[src/hdl/lscr_pkg.sv]
// shared types and constants for the line scan camera readout
package lscr_pkg;

    localparam int MODE_W   = 3;
    localparam int SAMPLE_W = 16;
    localparam int IDX_W    = 7;
    localparam int PIX_W    = 12;
    localparam int CAP_W    = 16;

    // adc conversion keeps its top twelve bits
    localparam int SAMPLE_SHIFT = 4;

    localparam logic [CAP_W-1:0] CAP_MAX          = '1;
    localparam logic [CAP_W-1:0] INTERVAL_DEFAULT = 16'd2667;

    typedef enum logic [MODE_W-1:0] {
        MODE_TICK   = 3'd0,
        MODE_SAMPLE = 3'd1,
        MODE_START  = 3'd2,
        MODE_READ   = 3'd3,
        MODE_ACK    = 3'd4
    } t_mode;

    // sensor pin and status levels after one item
    typedef struct packed {
        logic clock;
        logic si;
        logic active;
        logic done;
        logic report_due;
    } t_status;

endpackage

[src/hdl/lscr_ctrl.sv]
// readout sequencer: pixel counter, sensor clock and si, capture counting
module lscr_ctrl #(
    parameter int LINE_PIXELS = 128,
    parameter int AW          = 7
) (
    input  logic                           i_clk,
    input  logic                           i_rst_n,
    input  logic                           i_step,
    input  logic [lscr_pkg::MODE_W-1:0]    i_mode,
    input  logic [lscr_pkg::SAMPLE_W-1:0]  i_sample,
    input  logic [lscr_pkg::CAP_W-1:0]     i_interval,
    output lscr_pkg::t_status              o_status,
    output logic                           o_wr_en,
    output logic [AW-1:0]                  o_wr_addr,
    output logic [lscr_pkg::PIX_W-1:0]     o_wr_data
);
    import lscr_pkg::*;

    localparam int CW = $clog2(2 * LINE_PIXELS + 1) + 1;
    localparam logic signed [CW-1:0] CNT_START  = CW'(-2);
    localparam logic signed [CW-1:0] CNT_SI_ON  = CW'(-1);
    localparam logic signed [CW-1:0] CNT_SI_OFF = CW'(1);
    localparam logic signed [CW-1:0] CNT_PIX    = CW'(2);
    localparam logic signed [CW-1:0] CNT_END    = CW'(2 * LINE_PIXELS);

    logic signed [CW-1:0] r_cnt, n_cnt;
    logic                 r_clk, n_clk;
    logic                 r_si, n_si;
    logic                 r_armed, n_armed;
    logic [PIX_W-1:0]     r_sample, n_sample;
    logic [CAP_W-1:0]     r_cap, n_cap;
    logic                 done;
    logic                 wr_en;

    always_comb begin
        n_cnt    = r_cnt;
        n_clk    = r_clk;
        n_si     = r_si;
        n_armed  = r_armed;
        n_sample = r_sample;
        n_cap    = r_cap;
        done     = 1'b0;
        wr_en    = 1'b0;
        case (t_mode'(i_mode))
            MODE_TICK: begin
                if (r_armed) begin
                    n_clk = ~r_clk;
                    if (r_cnt >= CNT_PIX && r_cnt < CNT_END) begin
                        // pixels land on falling edges of the sensor clock
                        wr_en = ~n_clk;
                        n_cnt = r_cnt + CW'(1);
                    end else if (r_cnt < CNT_PIX) begin
                        if (r_cnt == CNT_SI_ON) begin
                            n_si = 1'b1;
                        end else if (r_cnt == CNT_SI_OFF) begin
                            n_si  = 1'b0;
                            wr_en = 1'b1;
                        end
                        n_cnt = r_cnt + CW'(1);
                    end else begin
                        n_clk   = 1'b0;
                        n_cnt   = CNT_START;
                        n_armed = 1'b0;
                        done    = 1'b1;
                    end
                end
            end
            MODE_SAMPLE: begin
                n_sample = i_sample[SAMPLE_SHIFT +: PIX_W];
            end
            MODE_START: begin
                if (r_cap != CAP_MAX) begin
                    n_cap = r_cap + CAP_W'(1);
                end
                n_armed = 1'b1;
            end
            MODE_ACK: begin
                n_cap = '0;
            end
            default: begin
            end
        endcase
    end

    always_ff @(posedge i_clk) begin
        if (!i_rst_n) begin
            r_cnt    <= CNT_START;
            r_clk    <= 1'b0;
            r_si     <= 1'b1;
            r_armed  <= 1'b0;
            r_sample <= '0;
            r_cap    <= '0;
        end else if (i_step) begin
            r_cnt    <= n_cnt;
            r_clk    <= n_clk;
            r_si     <= n_si;
            r_armed  <= n_armed;
            r_sample <= n_sample;
            r_cap    <= n_cap;
        end
    end

    assign o_status.clock      = n_clk;
    assign o_status.si         = n_si;
    assign o_status.active     = n_armed;
    assign o_status.done       = done;
    assign o_status.report_due = (n_cap >= i_interval);

    // pixel index is count / 2, which also gives pixel 0 at count 1
    assign o_wr_en   = i_step && wr_en;
    assign o_wr_addr = r_cnt[AW:1];
    assign o_wr_data = r_sample;

    a_idle_parked: assert property (@(posedge i_clk) disable iff (!i_rst_n)
        !r_armed |-> (r_cnt == CNT_START) && !r_clk)
        else $error("disarmed sequencer not parked");

    a_cnt_range: assert property (@(posedge i_clk) disable iff (!i_rst_n)
        (r_cnt >= CNT_START) && (r_cnt <= CNT_END))
        else $error("pixel counter out of range");

endmodule

[src/hdl/lscr_line_mem.sv]
// line store with fill count and registered read port
module lscr_line_mem #(
    parameter int LINE_PIXELS = 128,
    parameter int AW          = 7
) (
    input  logic                          i_clk,
    input  logic                          i_rst_n,
    input  logic                          i_step,
    input  logic                          i_wr_en,
    input  logic [AW-1:0]                 i_wr_addr,
    input  logic [lscr_pkg::PIX_W-1:0]    i_wr_data,
    input  logic                          i_rd_en,
    input  logic [lscr_pkg::IDX_W-1:0]    i_rd_index,
    output logic [lscr_pkg::PIX_W-1:0]    o_rd_data
);
    import lscr_pkg::*;

    localparam int FW = $clog2(LINE_PIXELS + 1);
    localparam int IW = (IDX_W > FW) ? IDX_W : FW;

    logic [PIX_W-1:0] r_mem [LINE_PIXELS];
    logic [PIX_W-1:0] r_rd_data;
    logic             r_rd_ok;
    logic [FW-1:0]    r_fill;
    logic [IW-1:0]    rd_ext;
    logic             rd_ok;

    // pixels are always written in ascending order, so nothing at or
    // above the fill count has been written yet, and reads there return zero
    assign rd_ext = IW'(i_rd_index);
    assign rd_ok  = i_rd_en && (rd_ext < IW'(r_fill));

    always_ff @(posedge i_clk) begin
        if (i_wr_en) begin
            r_mem[i_wr_addr] <= i_wr_data;
        end
        if (i_step && rd_ok) begin
            r_rd_data <= r_mem[rd_ext[AW-1:0]];
        end
    end

    always_ff @(posedge i_clk) begin
        if (!i_rst_n) begin
            r_fill  <= '0;
            r_rd_ok <= 1'b0;
        end else begin
            if (i_wr_en && (FW'(i_wr_addr) >= r_fill)) begin
                r_fill <= FW'(i_wr_addr) + FW'(1);
            end
            if (i_step) begin
                r_rd_ok <= rd_ok;
            end
        end
    end

    assign o_rd_data = r_rd_ok ? r_rd_data : '0;

    a_fill_bound: assert property (@(posedge i_clk) disable iff (!i_rst_n)
        r_fill <= FW'(LINE_PIXELS))
        else $error("fill count beyond line length");

endmodule

[src/hdl/line_scan_camera_readout_top.sv]
// top level of the line scan camera readout sequencer
// Readout sequencer for a linear image sensor of LINE_PIXELS pixels. Each
// input transfer carries a mode: clock tick (toggles the sensor clock and
// steps the pixel counter while a capture is armed), adc result (keeps the
// conversion shifted right by four), integration start (arms a capture and
// counts it), read pixel (returns one stored pixel) and acknowledge (clears
// the capture count). Every input transfer yields exactly one output
// transfer with the pin levels and status after it. An item passes through
// an input register, the sequencer logic and a result register, so the
// block takes one item per cycle while the output is not stalled; the
// line store read port is clocked into the result stage with the status.
// While a finished result waits on a stalled output, the input register
// still takes one more transfer and the input then stalls until the result
// moves. The line store needs no clearing pass after reset: pixels are
// always written in ascending order, so a fill count marks the entries that
// still read as zero. The user must write report_interval via the always
// ready configuration channel only while the block is idle; not enforced.
module line_scan_camera_readout_top #(
    parameter int LINE_PIXELS = 128
) (
    input  logic                          i_clk,
    input  logic                          i_rst_n,
    // input item channel
    input  logic                          i_in_valid,
    output logic                          o_in_stall,
    input  logic [lscr_pkg::MODE_W-1:0]   i_mode,
    input  logic [lscr_pkg::SAMPLE_W-1:0] i_sample_value,
    input  logic [lscr_pkg::IDX_W-1:0]    i_read_index,
    // result channel
    output logic                          o_out_valid,
    input  logic                          i_out_stall,
    output logic                          o_sensor_clock,
    output logic                          o_sensor_si,
    output logic                          o_capture_active,
    output logic                          o_line_done,
    output logic                          o_report_due,
    output logic [lscr_pkg::PIX_W-1:0]    o_pixel_data,
    // report_interval write channel
    input  logic                          i_cfg_valid,
    output logic                          o_cfg_ready,
    input  logic [lscr_pkg::CAP_W-1:0]    i_cfg_data
);
    import lscr_pkg::*;

    localparam int AW = $clog2(LINE_PIXELS);

    // input register
    logic                r_in_valid;
    logic [MODE_W-1:0]   r_mode;
    logic [SAMPLE_W-1:0] r_sample;
    logic [IDX_W-1:0]    r_idx;

    // result register
    logic                r_out_valid;
    t_status             r_status;

    logic [CAP_W-1:0]    r_interval;

    logic                step;
    logic                in_xfer;
    t_status             status;
    logic                wr_en;
    logic [AW-1:0]       wr_addr;
    logic [PIX_W-1:0]    wr_data;

    // item moves from the input register into the result register when the
    // result slot is empty or its current content is being transferred out
    assign step       = r_in_valid && (!r_out_valid || !i_out_stall);
    assign o_in_stall = r_in_valid && !step;
    assign in_xfer    = i_in_valid && !o_in_stall;

    assign o_cfg_ready = 1'b1;

    always_ff @(posedge i_clk) begin
        if (!i_rst_n) begin
            r_in_valid  <= 1'b0;
            r_out_valid <= 1'b0;
            r_interval  <= INTERVAL_DEFAULT;
        end else begin
            if (in_xfer) begin
                r_in_valid <= 1'b1;
            end else if (step) begin
                r_in_valid <= 1'b0;
            end
            if (step) begin
                r_out_valid <= 1'b1;
            end else if (!i_out_stall) begin
                r_out_valid <= 1'b0;
            end
            if (i_cfg_valid && o_cfg_ready) begin
                r_interval <= i_cfg_data;
            end
        end
    end

    // payload registers, no reset needed
    always_ff @(posedge i_clk) begin
        if (in_xfer) begin
            r_mode   <= i_mode;
            r_sample <= i_sample_value;
            r_idx    <= i_read_index;
        end
        if (step) begin
            r_status <= status;
        end
    end

    lscr_ctrl #(
        .LINE_PIXELS (LINE_PIXELS),
        .AW          (AW)
    ) u_ctrl (
        .i_clk      (i_clk),
        .i_rst_n    (i_rst_n),
        .i_step     (step),
        .i_mode     (r_mode),
        .i_sample   (r_sample),
        .i_interval (r_interval),
        .o_status   (status),
        .o_wr_en    (wr_en),
        .o_wr_addr  (wr_addr),
        .o_wr_data  (wr_data)
    );

    // read data register doubles as the pixel field of the result register
    lscr_line_mem #(
        .LINE_PIXELS (LINE_PIXELS),
        .AW          (AW)
    ) u_line_mem (
        .i_clk      (i_clk),
        .i_rst_n    (i_rst_n),
        .i_step     (step),
        .i_wr_en    (wr_en),
        .i_wr_addr  (wr_addr),
        .i_wr_data  (wr_data),
        .i_rd_en    (r_mode == MODE_READ),
        .i_rd_index (r_idx),
        .o_rd_data  (o_pixel_data)
    );

    assign o_out_valid      = r_out_valid;
    assign o_sensor_clock   = r_status.clock;
    assign o_sensor_si      = r_status.si;
    assign o_capture_active = r_status.active;
    assign o_line_done      = r_status.done;
    assign o_report_due     = r_status.report_due;

    // the finishing tick always leaves the clock low and the capture disarmed
    a_done_disarms: assert property (@(posedge i_clk) disable iff (!i_rst_n)
        (r_out_valid && r_status.done) |-> (!r_status.active && !r_status.clock))
        else $error("line done with capture still armed");

    // a waiting item may only be held back by a stalled, occupied result slot
    a_stall_cause: assert property (@(posedge i_clk) disable iff (!i_rst_n)
        o_in_stall |-> (r_out_valid && i_out_stall))
        else $error("input stalled without output back pressure");

endmodule
[config.mk]
export PLATFORM = sky130hd
export DESIGN_NAME = line_scan_camera_readout_top
export DESIGN_NICKNAME = d
export VERILOG_FILES = /design/src/hdl/lscr_pkg.sv /design/src/hdl/lscr_ctrl.sv /design/src/hdl/lscr_line_mem.sv /design/src/hdl/line_scan_camera_readout_top.sv
export SDC_FILE = /design/constraint.sdc
export NUM_CORES = 2
export LEC_CHECK = 0
export BUFFER_PORTS_ARGS = -buffer_cell sky130_fd_sc_hd__clkbuf_2
export CELL_PAD_IN_SITES_DETAIL_PLACEMENT = 1
export CELL_PAD_IN_SITES_GLOBAL_PLACEMENT = 2
export CORE_MARGIN = 1.5
export CORE_UTILIZATION = 30
export CTS_CLUSTER_SIZE = 24
export DETAILED_ROUTE_END_ITERATION = 12
export GPL_ROUTABILITY_DRIVEN = 0
export GPL_TIMING_DRIVEN = 0
export PLACE_DENSITY_LB_ADDON = 0.25
export SLEW_MARGIN = 20
export SYNTH_ARGS = -nofsm -noshare
export SYNTH_HDL_FRONTEND = slang
export SYNTH_HIERARCHICAL = 1
export SYNTH_SLANG_ARGS = --single-unit
[constraint.sdc]
create_clock -name i_clk -period 4.56 [get_ports i_clk]
set_clock_uncertainty 0.05 [all_clocks]
set_input_delay 0.684 -clock i_clk [delete_from_list [all_inputs] [get_ports i_clk]]
set_output_delay 0.684 -clock i_clk [all_outputs]
set_load 0.005 [all_outputs]
==> flow_summary.json <==
{
  "status": "finished, final reports clean",
  "clkTransAtPathRegs_ps": 60,
  "core_sq_um": 214000,
  "timing.hold.ws_ps": 91.9,
  "grt_max_degree": 66,
  "ir_drop_mv": 0.339,
  "htreeDepth": 4,
  "period_needed_ps": 4430,
  "nNetsFinal": 3785,
  "maxCapViolCount": 0,
  "syn_nets": 3467,
  "critPathLaunchType": "flop",
  "io_pins": 67,
  "die_area_sq_um": 218000,
  "routed_wl_um": 189000,
  "numCtsBuffers": 176,
  "via_per_inst": 5.02,
  "layout_common_cells": "edfxtp_1 (1575), mux4_2 (288), nand2_1 (212)",
  "drt-initial-drc-count": 2726,
  "required_ps": 5010,
  "grtUsageTotal_pct": 17.3,
  "placed_cell_area_sq_um": 69700,
  "finalCritPeriodShare_pct": 97.2,
  "setup.worst_path.end_class": "flop",
  "multiInputGateArea_sq_um": 15100,
  "tns_ps": 0,
  "worstPathMaxFanout": 10,
  "syn_to_final_growth_pct": 17.1,
  "drive_gt1_share_pct": 24.5,
  "grt_use_met3_pct": 2.18,
  "setup_ws_ps": 129,
  "powerDensity_nw_per_um2": 414,
  "clock.fmax_mhz": 226,
  "final_area_sq_um": 75500,
  "drv_slew": 0,
  "grt-ovfl-total": 0,
  "dieWidth_um": 467,
  "p_leak_nw": 25.6,
  "rows": 170,
  "met1_usage_pct": 24.3,
  "antenna_found_initial": 6,
  "worstMarginPinSlew_ps": 1130,
  "crit_arrival_ps": 4880,
  "chipHeight_um": 467,
  "ant_nets": 0,
  "path_class": "flop to flop",
  "cts-root-buf": "clkbuf_16",
  "pre_cts_ws_ps": -837,
  "syn_avg_cell_area_sq_um": 19.0,
  "hold_path_class": "input port to flop",
  "cts_tree": "built",
  "port_buffers": 60,
  "synth_area_sq_um": 64500,
  "first_pass_iters": 5,
  "rsz0062_at_grt": "yes",
  "synthCells": 3387,
  "yosys_warnings": 6,
  "setup_viol": 0,
  "fill_cells": 21119,
  "layout_commonest_cell": "edfxtp_1",
  "cts_buffer_depth": 3,
  "clock_latency_ps": 820,
  "grt_pass1_vias": 34705,
  "top_usage_layer": "met2",
  "hpwl_um": 128000,
  "clock_sinks": 1643,
  "grt_pass1_wl_um": 266000,
  "drc": 0,
  "max_slew_margin_pct": 24.3,
  "grtUsageMet2_pct": 27.9,
  "via_count": 33555,
  "routedWlPerCell_um": 28.3,
  "hold_violations": 0,
  "initial_core_util_pct": 30.1,
  "cts_setup_buffers": 0,
  "ff_latch_area_sq_um": 48700
}
## path summary, 6_finish.rpt
kind / start / end / slack, ps / cells after the start
worst min register to register: r_interval[3] / r_interval[3] / 430 / 2
worst max-delay path: r_mode[2] / u_line_mem/r_mem[98][9] / 130 / 8
worst min-delay path: i_cfg_data[2] / r_interval[2] / 90 / 3
worst max register to register: r_mode[2] / u_line_mem/r_mem[98][9] / 130 / 8
## report_power, final
| group | internal [mW] | switching (mW) |
|---|---|---|
| logic | 0.506 | 0.790 |
| clock network | 7.61 | 5.95 |
| registers | 16.4 | 0.0505 |
| total | 24.5 | 6.79 |
## worst max-delay path, stage by stage, from the launching register on
cell,delay (ps)
edfxtp_1,480
buf_6,200
nor2_4,230
nand4b_1,420
a21oi_4,430
clkbuf_1,440
nand3_1,630
nor3_2,890
buf_4,320
## flip-flops by register name, indices dropped and copies added, names as in the netlist, 3 cells and up
name,cells
r_sample,12
r_interval,16
u_ctrl/r_cnt,10
u_ctrl/o_wr_data,12
r_idx,7
u_ctrl/r_cap,16
u_line_mem/r_mem,1536
u_line_mem/r_rd_data,12
u_line_mem/r_fill,8
r_mode,3
## routing by layer
| layer | up-vias | wire [um] |
|---|---|---|
| met5 | - | 0 |
| met1 | 18199 | 86500 |
| met4 | 0 | 5000 |
| met3 | 217 | 7130 |
| met2 | 729 | 90300 |
| li1 | 14410 | - |
## cell type report
type	instances	share of cell area, %
Clock buffer	217	6.09
Buffer	197	1.46
Clock inverter	96	1.01
Sequential cell	1643	64.5
Inverter	29	0.144
Multi-Input combinational cell	1518	20.0
Timing Repair Buffer	140	2.10
Tap cell	2838	4.70
Antenna cell	3	0.00994
## stage by stage
stage          utilization [%]  total power [mW]  cells
2_1_floorplan                -              17.5   3387
3_3_place_gp              31.9              18.0   6285
3_5_place_dp              32.5              18.0   6335
4_1_cts                   35.2              31.7   6678
5_1_grt                   35.2              32.2   6679
6_report                  35.3              31.3   6681
## timing repair
item                       CTS  global route
resized for setup            6            13
cloned                       0             0
hold buffers                30             0
hold endpoints to repair    30             0
setup endpoints to repair  472           314
(Power assumes the default switching activity.)
